`config.mk`:
```
export PLATFORM = sky130hd
export DESIGN_NAME = rewt2_ram
export DESIGN_NICKNAME = d
export VERILOG_FILES = /design/src/design/rewt2_ram.sv
export SDC_FILE = /design/constraint.sdc
export NUM_CORES = 1
export LEC_CHECK = 0
export ABC_AREA = 1
export BUFFER_PORTS_ARGS = -buffer_cell sky130_fd_sc_hd__buf_2
export CAP_MARGIN = 5
export CORE_ASPECT_RATIO = 2
export CORE_MARGIN = 4
export CORE_UTILIZATION = 55
export CTS_BUF_LIST = sky130_fd_sc_hd__clkbuf_8 sky130_fd_sc_hd__clkbuf_16
export DETAILED_ROUTE_END_ITERATION = 12
export MAX_ROUTING_LAYER = met4
export PLACE_DENSITY = 0.84
export SETUP_SLACK_MARGIN = 0.4
export SYNTH_ARGS = -nofsm -noshare
export SYNTH_HDL_FRONTEND = slang
export SYNTH_SLANG_ARGS = --single-unit
```
`constraint.sdc`:
```
create_clock -name clk -period 2.44 [get_ports clk]
set_clock_uncertainty 0.2 [all_clocks]
set_input_delay 0.488 -clock clk [delete_from_list [all_inputs] [get_ports clk]]
set_output_delay 0.488 -clock clk [all_outputs]
set_load 0.03 [all_outputs]
```
`src/design/rewt2_ram.sv`:
```
// rewt2_ram: generic single write port ram with registered read
// no dependencies
`timescale 1ns / 1ps
module rewt2_ram #(
  parameter int W = 32,
  parameter int D = 8
) (
  input  logic                           clk,
  input  logic                           we,
  input  logic [((D > 1) ? $clog2(D) : 1)-1:0] waddr,
  input  logic [W-1:0]                   wdata,
  input  logic [((D > 1) ? $clog2(D) : 1)-1:0] raddr,
  output logic [W-1:0]                   rdata
);

  logic [W-1:0] mem_r [D];
  logic [W-1:0] rdata_r;

  always_ff @(posedge clk) begin
    if (we) begin
      mem_r[waddr] <= wdata;
    end
    rdata_r <= mem_r[raddr];
  end

  assign rdata = rdata_r;

endmodule

```
==> impl_metrics.py <==
metrics = {
    "cells_and_area": {
        "area_growth_pct": 12.9,
        "final_util_pct": 63.5,
        "final_nets": 1270,
        "drive_gt1_share_pct": 11.5,
    },
    "critical_path": {
        "reg2reg_setup_slack_ns": 1.31,
        "r2r_cells": 6,
        "slowest_delay_ns": 0.36,
        "path_class": "flop to output port",
        "crit_chain": "buf_2",
        "worstPathRequired_ns": 1.75,
        "cp_top_family": "flip-flops",
        "critPathMaxFanout": 1,
        "reg2reg_from": "mem_r[1][26]$_DFFE_PP_",
        "slowest_stage": "dfxtp_1",
        "crit_buf_inv": 1,
        "end_kind": "output port",
        "worstPathArrival_ns": 1.10,
        "r2r-end": "rdata[26]$_DFF_P_",
        "cp-start-kind": "flop",
    },
    "synthesis": {
        "netlist_instances": 1156,
        "syn_avg_cell_area_um2": 10.3,
        "synth_top_cell_by_area": "edfxtp_1",
        "yosysUniqueCellTypes": 12,
        "synth_seq_cells": 288,
        "synth_area_leaders": "edfxtp_1, nand2_1, inv_1",
        "synth_top_area_share_pct": 64.7,
        "synth.most_common_cell": "nand2_1",
        "synthFlopType": "edfxtp_1",
        "yosysWarnings": 0,
        "synth_area_um2": 11900,
        "synth_common_cells": "nand2_1, inv_1, edfxtp_1, nand3_1, dfxtp_1",
        "ys_seq_area_share_pct": 70.1,
        "syn-num-nets": 1196,
        "synth_edf_count": 256,
        "synthArstFlopShare_pct": 0,
    },
    "worst_hold_path": {
        "hp-class": "input pin to flop",
        "holdPathStages": 1,
        "min_from": "wdata[1]",
        "holdPathEnd": "mem_r[7][1]$_DFFE_PP_",
    },
    "grt": {
        "grt_overflow": 0,
        "antenna_found_initial": 1,
        "grt_use_met2_pct": 38.8,
        "grtUsageTotal_pct": 21.0,
        "use_met3_pct": 2.83,
        "grt_pass1_vias": 7882,
        "grt_pass1_wl_um": 39000,
        "grt_max_degree": 87,
        "grt.busiest_layer": "met2",
        "gr-usage-met1_pct": 22.2,
    },
    "pwr": {
        "power_density_nw_per_um2": 761,
        "ir_drop_mv": 0.669,
        "p_leak_nw": 6.22,
    },
    "die": {
        "pin_count": 72,
        "dieWidth_um": 112,
        "die_area_um2": 24100,
        "initial_core_util_pct": 56.2,
        "core_um2": 21100,
        "fp-row-count": 75,
        "die_y_um": 216,
    },
    "clock_tree": {
        "cts_hold_buf": 0,
        "cts_made_buffers": 24,
        "path_clk_slew_ns": 0.07,
        "clock-sinks": 288,
        "clk_latency_ns": 0.53,
        "cts_htree_levels": 1,
        "cts_tree": "yes",
        "cts_root_buffer": "clkbuf_16",
        "clk_path_buf_depth": 3,
        "cts_setup_buffers": 0,
        "post_cts_resized": 0,
    },
    "detailed_routing": {
        "via_per_inst": 5.10,
        "ant_nets": 0,
        "firstDrtPassIters": 5,
        "drt_iter0_drc": 593,
        "avgRoutedWirePerCell_um": 16.2,
        "vias": 7736,
        "wirelength_um": 24600,
        "drcViolationCount": 0,
    },
    "timing": {
        "setup_viol": 0,
        "period_share_pct": 73.3,
        "timing.fmax_mhz": 559,
        "maxSlewHeadroom_pct": 64.9,
        "hold_violations": 0,
        "rsz0062_at_grt": "no",
        "tns_ns": 0,
        "finalCriticalPeriod_ns": 1.79,
        "tightestPinTransition_ns": 0.527,
        "drv_slew": 0,
    },
    "place": {
        "port_buffers": 71,
        "hpwl_um": 14900,
        "gp_congestion": 0.800,
    },
    "job": {
        "maxCapViolCount": 0,
    },
    "run_status": {
        "status": "completed",
    },
}
-- area by class of cell --
class / instances / area [um2]
Inverter: 262 / 985
Timing Repair Buffer: 96 / 658
Clock inverter: 19 / 159
Antenna cell: 1 / 2.50
Tap cell: 269 / 337
Clock buffer: 25 / 626
Sequential cell: 288 / 8330
Fill cell: 1538 / 7700
Multi-Input combinational cell: 558 / 2310
-- per-layer routing --
layer,vias up,share of wire (%)
li1,3723,-
met1,3643,34
met2,304,56
met3,66,6.5
met4,0,3.2
met5,-,0
-- flip-flops by register name, summed over array words and instances, names as in the netlist --
register,cells
rdata,32
mem_r,256
-- worst max path at each step --
stage                startpoint                      to  slack (ns)  cells after the start
2_1_floorplan          waddr[0]   mem_r[0][0]$_DFFE_PP_        0.31                      3
3_3_place_gp           waddr[0]  mem_r[0][19]$_DFFE_PP_        0.48                      5
3_5_place_dp           waddr[0]  mem_r[0][22]$_DFFE_PP_        0.47                      5
4_1_cts        rdata[7]$_DFF_P_                rdata[7]        0.62                      1
5_1_grt        rdata[5]$_DFF_P_                rdata[5]        0.62                      1
6_report       rdata[7]$_DFF_P_                rdata[7]        0.65                      1
-- worst register-to-register path, cell delays in order (launching register included) --
cell and delay, ns:
edfxtp_1 0.38, inv_1 0.06, nand2_1 0.04, nand3_1 0.10, nand2_1 0.06, nand2_1 0.05, nand2_1 0.10
-- per-stage QoR --
stage	hold WS, ns	cells	cell area, um2	total power (W)	worst slack (ns)
6_report	0.0219	1518	13400	0.0102	0.652
5_1_grt	0.0232	1518	13400	0.0106	0.617
4_1_cts	0.00224	1517	13400	0.0103	0.621
3_5_place_dp	0.416	1473	12600	0.00652	0.472
3_3_place_gp	0.407	1473	12600	0.00649	0.481
2_1_floorplan	0.387	1156	11900	0.00623	0.312
-- cell families (layout without fill, tap and decap cells) --
| group | Yosys count | in the layout | synth area share (%) |
|---|---|---|---|
| DFF | 288 | 288 | 70.1 |
| buffers and inverters | 310 | 402 | 10.9 |
| and+or+nand+nor | 558 | 558 | 19.0 |
| other | 0 | 1 | 0 |
-- layout by cell type, fill, tap and decap left out, types with 2 or more instances in the layout --
cell type	count
nor2_4	8
dfxtp_1	32
bufinv_16	2
buf_4	17
clkinvlp_4	3
clkinv_1	5
buf_2	70
nand2_1	422
inv_1	261
edfxtp_1	256
clkinv_4	2
buf_12	9
nand3_1	128
clkinv_2	6
clkbuf_16	25
-- report_power, final --
group / leakage, nW / switching, W / total, W / internal [W]
Combinational: 3.24 / 0.000575 / 0.000803 / 0.000229
Sequential: 2.60 / 0.0000492 / 0.00561 / 0.00556
Clock: 0.384 / 0.00170 / 0.00379 / 0.00209
Power figures use the tool's default switching activity.
