==> config.mk <==
export PLATFORM = sky130hd
export DESIGN_NAME = rewt2_cell
export DESIGN_NICKNAME = d
export VERILOG_FILES = /design/src/design/rewt2_pkg.sv /design/src/design/rewt2_ram.sv /design/src/design/rewt2_cell.sv
export SDC_FILE = /design/constraint.sdc
export NUM_CORES = 2
export LEC_CHECK = 0
export BUFFER_PORTS_ARGS = -buffer_cell sky130_fd_sc_hd__buf_2
export CORE_MARGIN = 8
export CORE_UTILIZATION = 34
export CTS_BUF_LIST = sky130_fd_sc_hd__clkbuf_8 sky130_fd_sc_hd__clkbuf_16
export CTS_CLUSTER_SIZE = 28
export DETAILED_ROUTE_END_ITERATION = 6
export GPL_ROUTABILITY_DRIVEN = 0
export SLEW_MARGIN = 20
export SYNTH_ARGS = -nofsm -noshare
export SYNTH_HDL_FRONTEND = slang
export SYNTH_HIERARCHICAL = 1
export SYNTH_SLANG_ARGS = --single-unit
==> constraint.sdc <==
create_clock -name clk -period 21.9 [get_ports clk]
set_clock_uncertainty 0.15 [all_clocks]
set_input_delay 2.19 -clock clk [delete_from_list [all_inputs] [get_ports clk]]
set_output_delay 2.19 -clock clk [all_outputs]
set_load 0.03 [all_outputs]
==> src/design/rewt2_pkg.sv <==
// rewt2_pkg: shared types and constants of the robust ewma t2 alarm block
// no dependencies
`timescale 1ns / 1ps
package rewt2_pkg;

  localparam int          FRAC_BITS = 16;
  localparam logic [46:0] T2_MAX    = {47{1'b1}};
  localparam logic [16:0] LAM_ONE   = 17'd65536;

  typedef enum logic [1:0] {
    FN_SAMPLE = 2'd0,
    FN_THR    = 2'd1,
    FN_LOAD   = 2'd2,
    FN_EIG    = 2'd3
  } func_t;

  typedef enum logic [2:0] {
    CFG_WEIGHT = 3'd0,
    CFG_HUBER  = 3'd1,
    CFG_LIMIT  = 3'd2,
    CFG_WARMUP = 3'd3,
    CFG_MONMAX = 3'd4
  } cfg_idx_t;

  typedef struct packed {
    logic               vld;
    logic [5:0]         vidx;
    logic signed [31:0] y;
  } tok_t;

  typedef struct packed {
    logic        en;
    logic [5:0]  comp;
    logic [5:0]  vidx;
    logic [31:0] data;
  } ldw_t;

endpackage

==> src/design/rewt2_ram.sv <==
// rewt2_ram: generic single write port ram with registered read
// no dependencies
`timescale 1ns / 1ps
module rewt2_ram #(
  parameter int W = 32,
  parameter int D = 8
) (
  input  logic                           clk,
  input  logic                           we,
  input  logic [((D > 1) ? $clog2(D) : 1)-1:0] waddr,
  input  logic [W-1:0]                   wdata,
  input  logic [((D > 1) ? $clog2(D) : 1)-1:0] raddr,
  output logic [W-1:0]                   rdata
);

  logic [W-1:0] mem_r [D];
  logic [W-1:0] rdata_r;

  always_ff @(posedge clk) begin
    if (we) begin
      mem_r[waddr] <= wdata;
    end
    rdata_r <= mem_r[raddr];
  end

  assign rdata = rdata_r;

endmodule

==> src/design/rewt2_cell.sv <==
// rewt2_cell: one principal component cell, holds its loading column and accumulator
// depends on rewt2_pkg and rewt2_ram
`timescale 1ns / 1ps
module rewt2_cell
  import rewt2_pkg::*;
#(
  parameter int NUM_VARS = 8,
  parameter int CELL_ID  = 0
) (
  input  logic               clk,
  input  logic               rst_n,
  input  tok_t               tok_i,
  output tok_t               tok_o,
  input  ldw_t               ldw_i,
  input  logic               shift_i,
  input  logic signed [63:0] acc_i,
  output logic signed [63:0] acc_o
);

  localparam int AW = (NUM_VARS > 1) ? $clog2(NUM_VARS) : 1;
  localparam logic [5:0] MY_ID = 6'(CELL_ID);

  logic [31:0]        ld_rd;
  logic signed [31:0] ld_s;
  tok_t               tok_r;
  logic               pv_r;
  logic signed [63:0] p_r;
  logic signed [63:0] prod;
  logic signed [63:0] acc_r;
  logic signed [63:0] acc_nxt;
  logic signed [64:0] sum;

  rewt2_ram #(.W(32), .D(NUM_VARS)) u_ld (
    .clk   (clk),
    .we    (ldw_i.en && (ldw_i.comp == MY_ID)),
    .waddr (ldw_i.vidx[AW-1:0]),
    .wdata (ldw_i.data),
    .raddr (tok_i.vidx[AW-1:0]),
    .rdata (ld_rd)
  );

  assign ld_s = $signed(ld_rd);
  assign prod = tok_r.y * ld_s;
  assign sum  = {acc_r[63], acc_r} + {p_r[63], p_r};

  always_comb begin
    if (sum[64] != sum[63]) begin
      acc_nxt = sum[64] ? {1'b1, 63'd0} : {1'b0, {63{1'b1}}};
    end else begin
      acc_nxt = sum[63:0];
    end
  end

  always_ff @(posedge clk) begin
    if (!rst_n) begin
      tok_r <= '0;
      pv_r  <= 1'b0;
      acc_r <= '0;
    end else begin
      tok_r <= tok_i;
      pv_r  <= tok_r.vld;
      if (shift_i) begin
        acc_r <= acc_i;
      end else if (pv_r) begin
        acc_r <= acc_nxt;
      end
    end
    p_r <= prod;
  end

  assign tok_o = tok_r;
  assign acc_o = acc_r;

endmodule

==> results.py <==
metrics = {
    "placement": {
        "place_ws_ns": 12.47,
        "dp.final_hpwl_mm": 114.4,
        "portBuffers": 250,
    },
    "floorplanning": {
        "num_rows": 148,
        "num_io_pins": 254,
        "fp.dieH_um": 421.4,
        "die_w_um": 421.4,
        "core_area_mm2": 0.1630,
        "start_util_pct": 34.28,
        "die_area_mm2": 0.1775,
    },
    "synthesis": {
        "ys_seq_elements": 456,
        "synth_top_family_by_area": "adder cells",
        "syn_inst": 5421,
        "ys_warn_count": 6,
        "synthXorXnorAreaFrac_pct": 1.960,
        "synth-simple-area-share_pct": 13.48,
        "synth_flop_cell": "edfxtp_1",
        "synth_seq_area_share_pct": 20.93,
        "synth_compound_area_share_pct": 6.457,
        "synth_edf_count": 256,
        "synth_cell_types": 81,
        "async_flop_share_pct": 0,
        "synthMuxAreaShare_pct": 3.584,
        "avgSynthCellArea_um2": 10.31,
        "syn_area_mm2": 0.05586,
        "synthAdderAreaFrac_pct": 44.36,
        "syn_nets": 6903,
    },
    "detailed_routing": {
        "drt_iter0_markers": 2395,
        "ant_nets": 0,
        "dr.pass1.iters": 5,
        "drcViolationCount": 0,
        "wl_mm": 156.0,
        "routed_via_density": 4.984,
        "num_vias": 38520,
        "wl_per_cell_um": 20.18,
    },
    "finish": {
        "final_util_pct": 37.41,
        "nets": 6980,
        "seq_area_mm2": 0.01172,
        "fillCellCount": 16140,
        "multi_input_area_mm2": 0.03907,
        "syn_to_final_growth_pct": 9.138,
        "drive_gt1_share_pct": 9.491,
    },
    "global_routing": {
        "grt_pass1_wl_mm": 242.6,
        "grt_antenna_before_repair": 20,
        "grt_max_degree": 67,
        "grt-ovfl-total": 0,
        "track_usage_pct": 17.27,
        "grt_pass1_vias": 41510,
    },
    "cts": {
        "cts_tree": "built",
        "ctsRootBufferMaster": "clkbuf_16",
        "cts.sinks": 456,
        "cts_buffers": 52,
        "clock_latency_ns": 0.67,
        "cts_setup_buffers": 0,
        "cts_max_level": 2,
        "cts.repair.resized": 0,
        "clk_pin_slew_ns": 0.07,
        "hold_buffers": 0,
        "cts.path.max_buffers": 3,
    },
    "timing": {
        "finalHoldViolCount": 0,
        "finalCritPeriodShare_pct": 43.16,
        "fmax_mhz": 105.8,
        "period_needed_ns": 9.452,
        "worst_slack_ns": 12.45,
        "tightest_slew_ns": 1.181,
        "finalSetupTns_ns": 0,
        "slew_viol_final": 0,
        "hold_ws_ns": 0.3134,
        "max-slew-margin-rel_pct": 19.24,
        "setup_viol": 0,
        "rsz0062_at_grt": "false",
    },
    "worst_setup_path": {
        "criticalPathCategory": "flop to flop",
        "path_max_fanout": 32,
        "crit_buf_inv": 6,
        "critPathLaunchType": "flop",
        "cp_data_arrival_time_ns": 9.84,
        "cpMostUsedCell": "fa_1",
        "cp_slowest_cell": "fa_1",
        "cpPeakStageDelay_ns": 1.04,
        "endpoint_kind": "flop",
        "worstPathRequired_ns": 22.29,
        "cp_top_family": "adder cells",
    },
    "flow_run": {
        "drv_cap": 0,
    },
    "outcome": {
        "status": "finished, final reports clean",
    },
    "worst_hold_path": {
        "min_path_type": "flop to flop",
    },
}
==> Yosys cell counts, drive strengths merged (3+ instances only) <==
master	n	area, um2
a21oi	154	770.7
and4	4	35.03
mux4	64	1592
nor3b	10	110.1
nand2	644	2417
fa	1083	21680
nor4	4	25.02
o211a	3	30.03
o21ai	149	753.2
nand4	31	193.9
a211oi	62	485.5
o31ai	7	52.55
nor3	79	405.4
nand3b	5	37.54
xor2	43	376.6
a31oi	16	100.1
inv	1043	3915
a41oi	3	26.28
and2	541	3385
or3	6	42.54
a221oi	6	58.80
dfxtp	200	4004
a2111oi	4	48.80
o211ai	22	170.2
clkbuf	256	960.9
a21boi	5	37.54
edfxtp	256	7687
nor2	93	349.1
o21bai	27	202.7
nor2b	13	81.33
xnor2	82	718.2
nand3	31	165.2
a21o	59	442.9
and3	14	87.58
a211o	3	26.28
buf	39	279.0
mux2	34	386.6
a311oi	3	26.28
a221o	4	40.04
ha	248	3103
nand2b	24	150.1
a31o	5	43.79
o2111ai	5	43.79
o21a	14	105.1
==> logic make-up after synthesis <==
kind of cell / Yosys count
AO/OA/AOI/OAI: 566
XOR/XNOR: 125
adder cells (fa/ha/maj): 1331
buffers and inverters: 1338
flip-flops: 456
multiplexers: 100
AND/OR/NAND/NOR: 1505
==> placed cells by master, fill, tap and decap left out, types with 43 or more instances in the layout <==
cell | netlist | routed
xnor2_1 | 82 | 82
inv_1 | 1043 | 1050
xor2_1 | 43 | 43
nor3_1 | 77 | 75
buf_2 | 16 | 248
a211oi_1 | 58 | 58
fa_1 | 1083 | 1083
nand2_1 | 644 | 644
clkbuf_16 | 0 | 52
dfxtp_1 | 200 | 177
buf_4 | 6 | 70
ha_1 | 248 | 248
a21oi_1 | 154 | 154
edfxtp_1 | 256 | 256
o21ai_0 | 142 | 142
nor2_1 | 93 | 87
and2_1 | 541 | 541
a21o_1 | 59 | 59
==> flip-flops by register name, indices dropped and copies added (netlist names) <==
signal and cells:
u_ld/mem_r 256, u_ld/rdata 32, acc_o 64, pv_r 1
p_r 64, tok_o 39
==> per-layer routing <==
layer  vias to the layer above  wire length, um  global-route usage, %
li1                      17020                -                      -
met1                     19820            66740                  23.14
met2                      1362            72170                  28.12
met3                       309            12250                  3.978
met4                        12             4764                  4.887
met5                         -               80                      0
==> final cells by class <==
type                       count  share of cell area, %
sequential                   456                  19.22
tap                         2175                  4.463
clock buffer                  55                  2.202
antenna                       13                0.05336
inverter                    1043                  6.421
clock inverter                43                 0.6526
timing repair buffer         318                  2.898
multi-input combinational   3627                  64.09
==> final timing paths <==
path,startpoint,to,slack (ns),cells after the start
worst max-delay path,u_ld/rdata[5]$_DFF_P_,p_r[61]$_DFF_P_,12.45,25
worst min-delay path,tok_o[38]$_SDFF_PN0_,pv_r$_SDFF_PN0_,0.31,1
worst max register to register,u_ld/rdata[5]$_DFF_P_,p_r[61]$_DFF_P_,12.45,25
worst min register to register,tok_o[38]$_SDFF_PN0_,pv_r$_SDFF_PN0_,0.31,1
==> metrics by stage <==
stage / std cells / cell area, um2
detailed placement: 7619 / 59200
finish: 7730 / 60970
global placement: 7619 / 59200
CTS: 7717 / 60940
floorplan: 5421 / 55860
global route: 7718 / 60940
Power is left out: the tool's default activity adds up to more than one toggle a clock period on the data nets, which glitch-free logic cannot reach.
