## src/design/rewt2_pkg.sv

```systemverilog
// rewt2_pkg: shared types and constants of the robust ewma t2 alarm block
// no dependencies
`timescale 1ns / 1ps
package rewt2_pkg;

  localparam int          FRAC_BITS = 16;
  localparam logic [46:0] T2_MAX    = {47{1'b1}};
  localparam logic [16:0] LAM_ONE   = 17'd65536;

  typedef enum logic [1:0] {
    FN_SAMPLE = 2'd0,
    FN_THR    = 2'd1,
    FN_LOAD   = 2'd2,
    FN_EIG    = 2'd3
  } func_t;

  typedef enum logic [2:0] {
    CFG_WEIGHT = 3'd0,
    CFG_HUBER  = 3'd1,
    CFG_LIMIT  = 3'd2,
    CFG_WARMUP = 3'd3,
    CFG_MONMAX = 3'd4
  } cfg_idx_t;

  typedef struct packed {
    logic               vld;
    logic [5:0]         vidx;
    logic signed [31:0] y;
  } tok_t;

  typedef struct packed {
    logic        en;
    logic [5:0]  comp;
    logic [5:0]  vidx;
    logic [31:0] data;
  } ldw_t;

endpackage

```

## src/design/rewt2_ram.sv

```systemverilog
// rewt2_ram: generic single write port ram with registered read
// no dependencies
`timescale 1ns / 1ps
module rewt2_ram #(
  parameter int W = 32,
  parameter int D = 8
) (
  input  logic                           clk,
  input  logic                           we,
  input  logic [((D > 1) ? $clog2(D) : 1)-1:0] waddr,
  input  logic [W-1:0]                   wdata,
  input  logic [((D > 1) ? $clog2(D) : 1)-1:0] raddr,
  output logic [W-1:0]                   rdata
);

  logic [W-1:0] mem_r [D];
  logic [W-1:0] rdata_r;

  always_ff @(posedge clk) begin
    if (we) begin
      mem_r[waddr] <= wdata;
    end
    rdata_r <= mem_r[raddr];
  end

  assign rdata = rdata_r;

endmodule

```

## src/design/rewt2_t2.sv

```systemverilog
// rewt2_t2: drains the cell accumulators and forms the saturating t2 sum
// depends on rewt2_pkg and rewt2_ram; serial square and serial divide
`timescale 1ns / 1ps
module rewt2_t2
  import rewt2_pkg::*;
#(
  parameter int NUM_COMPONENTS = 8
) (
  input  logic               clk,
  input  logic               rst_n,
  input  logic               start_i,
  input  logic signed [63:0] acc_i,
  output logic               shift_o,
  input  logic               eig_we_i,
  input  logic [5:0]         eig_waddr_i,
  input  logic [31:0]        eig_wdata_i,
  output logic               done_o,
  output logic [46:0]        t2_o
);

  localparam int CW = (NUM_COMPONENTS > 1) ? $clog2(NUM_COMPONENTS) : 1;

  typedef enum logic [2:0] {S_IDLE, S_LOAD, S_EIG, S_MUL, S_DIV, S_ADD} st_t;

  st_t         state_r;
  logic [CW-1:0] cnt_r;
  logic [47:0] s_r;
  logic [95:0] mcand_r;
  logic [47:0] mplier_r;
  logic [95:0] prod_r;
  logic [95:0] prod_nxt;
  logic [6:0]  bit_r;
  logic [31:0] rem_r;
  logic [95:0] quo_r;
  logic [95:0] quo_nxt;
  logic [32:0] rem2;
  logic        qbit;
  logic [46:0] term_r;
  logic [46:0] sum_r;
  logic [47:0] sum_add;
  logic        done_r;
  logic [31:0] eig_rd;
  logic [63:0] mag;
  logic [63:0] rnd;

  rewt2_ram #(.W(32), .D(NUM_COMPONENTS)) u_eig (
    .clk   (clk),
    .we    (eig_we_i),
    .waddr (eig_waddr_i[CW-1:0]),
    .wdata (eig_wdata_i),
    .raddr (cnt_r),
    .rdata (eig_rd)
  );

  assign mag      = acc_i[63] ? 64'(-acc_i) : 64'(acc_i);
  assign rnd      = (mag + 64'd32768) >> FRAC_BITS;
  assign prod_nxt = mplier_r[0] ? (prod_r + mcand_r) : prod_r;
  assign rem2     = {rem_r, quo_r[95]};
  assign qbit     = (rem2 >= {1'b0, eig_rd});
  assign quo_nxt  = {quo_r[94:0], qbit};
  assign sum_add  = {1'b0, sum_r} + {1'b0, term_r};
  assign shift_o  = (state_r == S_LOAD);

  always_ff @(posedge clk) begin
    if (!rst_n) begin
      state_r <= S_IDLE;
      done_r  <= 1'b0;
      cnt_r   <= '0;
    end else begin
      done_r <= 1'b0;
      unique case (state_r)
        S_IDLE: begin
          if (start_i) begin
            cnt_r   <= CW'(NUM_COMPONENTS - 1);
            sum_r   <= '0;
            state_r <= S_LOAD;
          end
        end
        S_LOAD: begin
          s_r     <= rnd[47:0];
          state_r <= S_EIG;
        end
        S_EIG: begin
          if ($signed(eig_rd) <= 0) begin
            term_r  <= T2_MAX;
            state_r <= S_ADD;
          end else begin
            mcand_r  <= {48'd0, s_r};
            mplier_r <= s_r;
            prod_r   <= '0;
            bit_r    <= '0;
            state_r  <= S_MUL;
          end
        end
        S_MUL: begin
          prod_r   <= prod_nxt;
          mcand_r  <= {mcand_r[94:0], 1'b0};
          mplier_r <= {1'b0, mplier_r[47:1]};
          bit_r    <= bit_r + 7'd1;
          if (bit_r == 7'd47) begin
            quo_r   <= prod_nxt;
            rem_r   <= '0;
            bit_r   <= '0;
            state_r <= S_DIV;
          end
        end
        S_DIV: begin
          rem_r <= qbit ? 32'(rem2 - {1'b0, eig_rd}) : rem2[31:0];
          quo_r <= quo_nxt;
          bit_r <= bit_r + 7'd1;
          if (bit_r == 7'd95) begin
            term_r  <= (quo_nxt[95:47] != '0) ? T2_MAX : quo_nxt[46:0];
            state_r <= S_ADD;
          end
        end
        S_ADD: begin
          sum_r <= sum_add[47] ? T2_MAX : sum_add[46:0];
          if (cnt_r == '0) begin
            done_r  <= 1'b1;
            state_r <= S_IDLE;
          end else begin
            cnt_r   <= cnt_r - 1'b1;
            state_r <= S_LOAD;
          end
        end
        default: state_r <= S_IDLE;
      endcase
    end
  end

  assign done_o = done_r;
  assign t2_o   = sum_r;

endmodule

```

## config.mk

```make
export PLATFORM = sky130hd
export DESIGN_NAME = rewt2_t2
export DESIGN_NICKNAME = d
export VERILOG_FILES = /design/src/design/rewt2_pkg.sv /design/src/design/rewt2_ram.sv /design/src/design/rewt2_t2.sv
export SDC_FILE = /design/constraint.sdc
export NUM_CORES = 2
export LEC_CHECK = 0
export ABC_AREA = 1
export BUFFER_PORTS_ARGS = -buffer_cell sky130_fd_sc_hd__buf_4
export CORE_MARGIN = 1.5
export CORE_UTILIZATION = 40
export DETAILED_ROUTE_END_ITERATION = 8
export PLACE_DENSITY = 0.59
export SYNTH_ARGS = -nofsm -noshare
export SYNTH_HDL_FRONTEND = slang
export SYNTH_SLANG_ARGS = --single-unit
```

## constraint.sdc

```tcl
create_clock -name clk -period 12.9 [get_ports clk]
set_input_delay 0.645 -clock clk [delete_from_list [all_inputs] [get_ports clk]]
set_output_delay 0.645 -clock clk [all_outputs]
set_load 0.02 [all_outputs]
```

==> flow_metrics.py <==
metrics = {
    "run_status": {
        "outcome": "completed",
    },
    "sta": {
        "final-max-slew-violation-count": 0,
        "fin_ws_ps": 8930,
        "max_freq_mhz": 252,
        "relSlewSlack_pct": 13.6,
        "hold_violations": 0,
        "finalClockSkew_ps": 64.5,
        "min_period_ps": 3970,
        "tightest_slew_ps": 1280,
        "setup_violations": 0,
        "rsz0062_at_grt": "no",
        "post-route-period-util_pct": 30.8,
        "finalSetupTns_ps": 0,
    },
    "final_layout": {
        "fillerInstances": 12200,
        "multi_input_area_um2": 21800,
        "area_growth_pct": 11.9,
        "drive_above_1_share_pct": 7.64,
        "finalNetCount": 6421,
        "diodes": 0,
        "seq_area_um2": 24000,
        "final_util_pct": 45.3,
    },
    "synth": {
        "synth-seq-cells": 812,
        "synth_compound_area_share_pct": 10.8,
        "synthCells": 6019,
        "yosysSeqAreaShare_pct": 49.2,
        "async_flop_share_pct": 0,
        "synth.area.top_cells": "edfxtp_1 (48%), nand2_1 (12%), nor2_1 (7.6%)",
        "synthAdderAreaFrac_pct": 4.69,
        "synth-simple-area-share_pct": 26.4,
        "synth_edf_count": 773,
        "synth_top_family_by_area": "simple AND/OR/NAND/NOR gates",
        "synth.area.mux_share_pct": 0.0205,
        "ys_types": 56,
        "synth.net_count": 6306,
        "yosysMostFrequentCell": "nand2_1",
        "avgSynthCellArea_um2": 8.10,
        "synth_top_area_cell": "edfxtp_1",
        "yosys.area.top_type_share_pct": 47.6,
        "ys.flop_type": "edfxtp_1",
        "netlist_area_um2": 48700,
        "synth-xor-area-share_pct": 2.48,
        "ys_top_cells_by_count": "nand2_1 (1540), nor2_1 (981), edfxtp_1 (773)",
        "yosys_warnings": 0,
    },
    "setup_path": {
        "r2r-start": "u_eig.rdata[1]",
        "rr_endpoint": "prod_r[26]",
        "startpoint": "u_eig.rdata[1]",
        "r2r_cells": 9,
        "cpMostUsedCell": "buf_4",
        "cp.arrival_ps": 4260,
        "worstPathRequired_ps": 13190,
        "cp_top_family": "buffers and inverters",
        "cp-start-kind": "flop",
        "cp_slowest_stage_delay_ps": 840,
        "path_cells": "nor4_1, nand4_1, o21ai_0, nand2_1, nand2_1, nor2_4, buf_4, buf_4, buf_4",
        "critPathSlowestCell": "buf_4",
        "reg2reg_slack_ps": 8930,
        "crit_type": "flop to flop",
        "worst-path-buf-inv": 3,
        "crit_fanout": 69,
        "worstSetupEndpointType": "flop",
    },
    "floorplanning": {
        "die_y_um": 352,
        "die_w_um": 352,
        "dieArea_um2": 124000,
        "ios": 155,
        "core_um2": 120000,
        "start_util_pct": 40.5,
        "fp-row-count": 127,
    },
    "global_routing": {
        "met2_usage_pct": 37.8,
        "globalRouteOverflowTotal": 0,
        "grt_pass1_vias": 39100,
        "gr-usage-met1_pct": 34.9,
        "gr-max-usage-layer": "met2",
        "use_met3_pct": 3.05,
        "antenna_found_initial": 1,
        "grtUsageTotal_pct": 24.0,
        "grt_max_degree": 197,
        "grt_pass1_wl_um": 232000,
    },
    "drt": {
        "drtIter0Drc": 3467,
        "dr.pass1.iters": 8,
        "wirelength_um": 152000,
        "vias_per_cell": 5.21,
        "wl_per_cell_um": 19.4,
        "num_vias": 40800,
        "ant_nets": 0,
        "drc": 0,
    },
    "clock_tree": {
        "post_cts_resized": 0,
        "cts_setup_buffers": 0,
        "htree_num_levels": 3,
        "cts.sinks": 812,
        "clk_pin_slew_ps": 60,
        "hold_buffers": 0,
        "cts_tree": "built",
        "cts_buffers": 89,
        "clk_path_buf_depth": 3,
        "clock_latency_ps": 710,
        "cts-root-buf": "clkbuf_16",
    },
    "hold_path": {
        "hold_path_end": "u_eig.mem_r[0][9]",
        "hold_class": "input pin to flop",
        "worstHoldStart": "eig_wdata_i[9]",
        "holdPathStages": 1,
    },
    "run": {
        "max_cap_viol_count": 0,
    },
    "power": {
        "powerDensity_nw_per_um2": 179,
        "p_leak_uw": 0.0217,
        "vdd_drop_max_uv": 132,
    },
    "placement": {
        "pre_cts_slack_ps": 8850,
        "hpwl_um": 116000,
        "gp_congestion": 1.00,
        "io_buffers": 151,
    },
}
## how the worst max path moves through the flow
stage | endpoint | cells past startpoint
2_1_floorplan | mcand_r[0] | 6
3_3_place_gp | prod_r[33] | 9
3_5_place_dp | prod_r[33] | 9
4_1_cts | prod_r[26] | 9
5_1_grt | prod_r[26] | 9
6_report | prod_r[26] | 9
## logic make-up (layout without fill, tap and decap cells)
family	Yosys count	in the layout
and+or+nand+nor	3091	3091
xor gates and xnor gates	136	136
muxes	1	1
AOI/OAI and AO/OA	982	982
DFF	812	812
adders and majority gates	181	181
buffers and inverters	816	1004
## layout make-up
class / instances / area share, %
tap: 1612 / 3.70
clock inverter: 65 / 1.12
inverter: 659 / 4.55
clock buffer: 99 / 4.15
timing repair buffer: 181 / 2.52
multi-input combinational: 4391 / 39.9
sequential: 812 / 44.0
## report_power, final
part           internal (uW)  leakage [uW]  switching, uW
combinational           1130        0.0130           2550
sequential              3360       0.00735            206
clock                   1380       0.00138           1110
## stage by stage
step                      area, um^2  total power [uW]  instances  hold slack [ps]
final                          54500              9740       7819              165
after global routing           54500             10400       7819              139
after CTS                      54500              9800       7819              115
after detailed placement       51600              7270       7655              504
after global placement         51600              7260       7655              502
after floorplan                48700              6140       6019              490
## flip-flops by register name, indices dropped and copies added, names as in the netlist, 7 cells and up
| name | count |
|---|---|
| bit_r | 7 |
| mcand_r | 96 |
| mplier_r | 48 |
| prod_r | 96 |
| quo_r | 96 |
| rem_r | 32 |
| s_r | 48 |
| t2_o | 47 |
| term_r | 47 |
| u_eig.mem_r | 256 |
| u_eig.rdata | 32 |
## placed cells by master (no fill, tap or decap), types with 5 or more instances in the layout
cell	Yosys	routed
nand2_1	1540	1539
nor2_1	981	969
edfxtp_1	773	773
inv_1	651	648
o21ai_0	463	463
a21oi_1	329	328
nand3_1	269	269
buf_4	3	180
ha_1	178	178
xnor2_1	92	92
clkbuf_16	0	89
nand4_1	72	72
or2_2	58	58
a31oi_1	56	56
nor3_1	47	46
xor2_1	42	42
dfxtp_1	39	37
nor4_1	33	33
o22ai_1	32	32
o21bai_1	31	31
clkinv_1	2	29
nand2_2	25	26
nor2_4	9	21
nor2_2	16	16
nand3b_1	16	16
clkinv_2	0	15
a21o_1	15	15
o21ai_1	11	11
o211ai_1	10	10
o21a_1	10	10
clkbuf_1	124	10
inv_2	6	8
a31o_2	7	7
a21boi_0	6	6
clkinv_16	0	6
clkinvlp_4	0	6
bufinv_16	0	5
## routing by layer
| layer | wire, um | part of all wire (%) |
|---|---|---|
| met2 | 68000 | 45 |
| met4 | 3530 | 2.3 |
| met5 | 13 | 0.0086 |
| met3 | 8750 | 5.8 |
| met1 | 71300 | 47 |
Note: power is estimated with default switching activity, not from simulation.
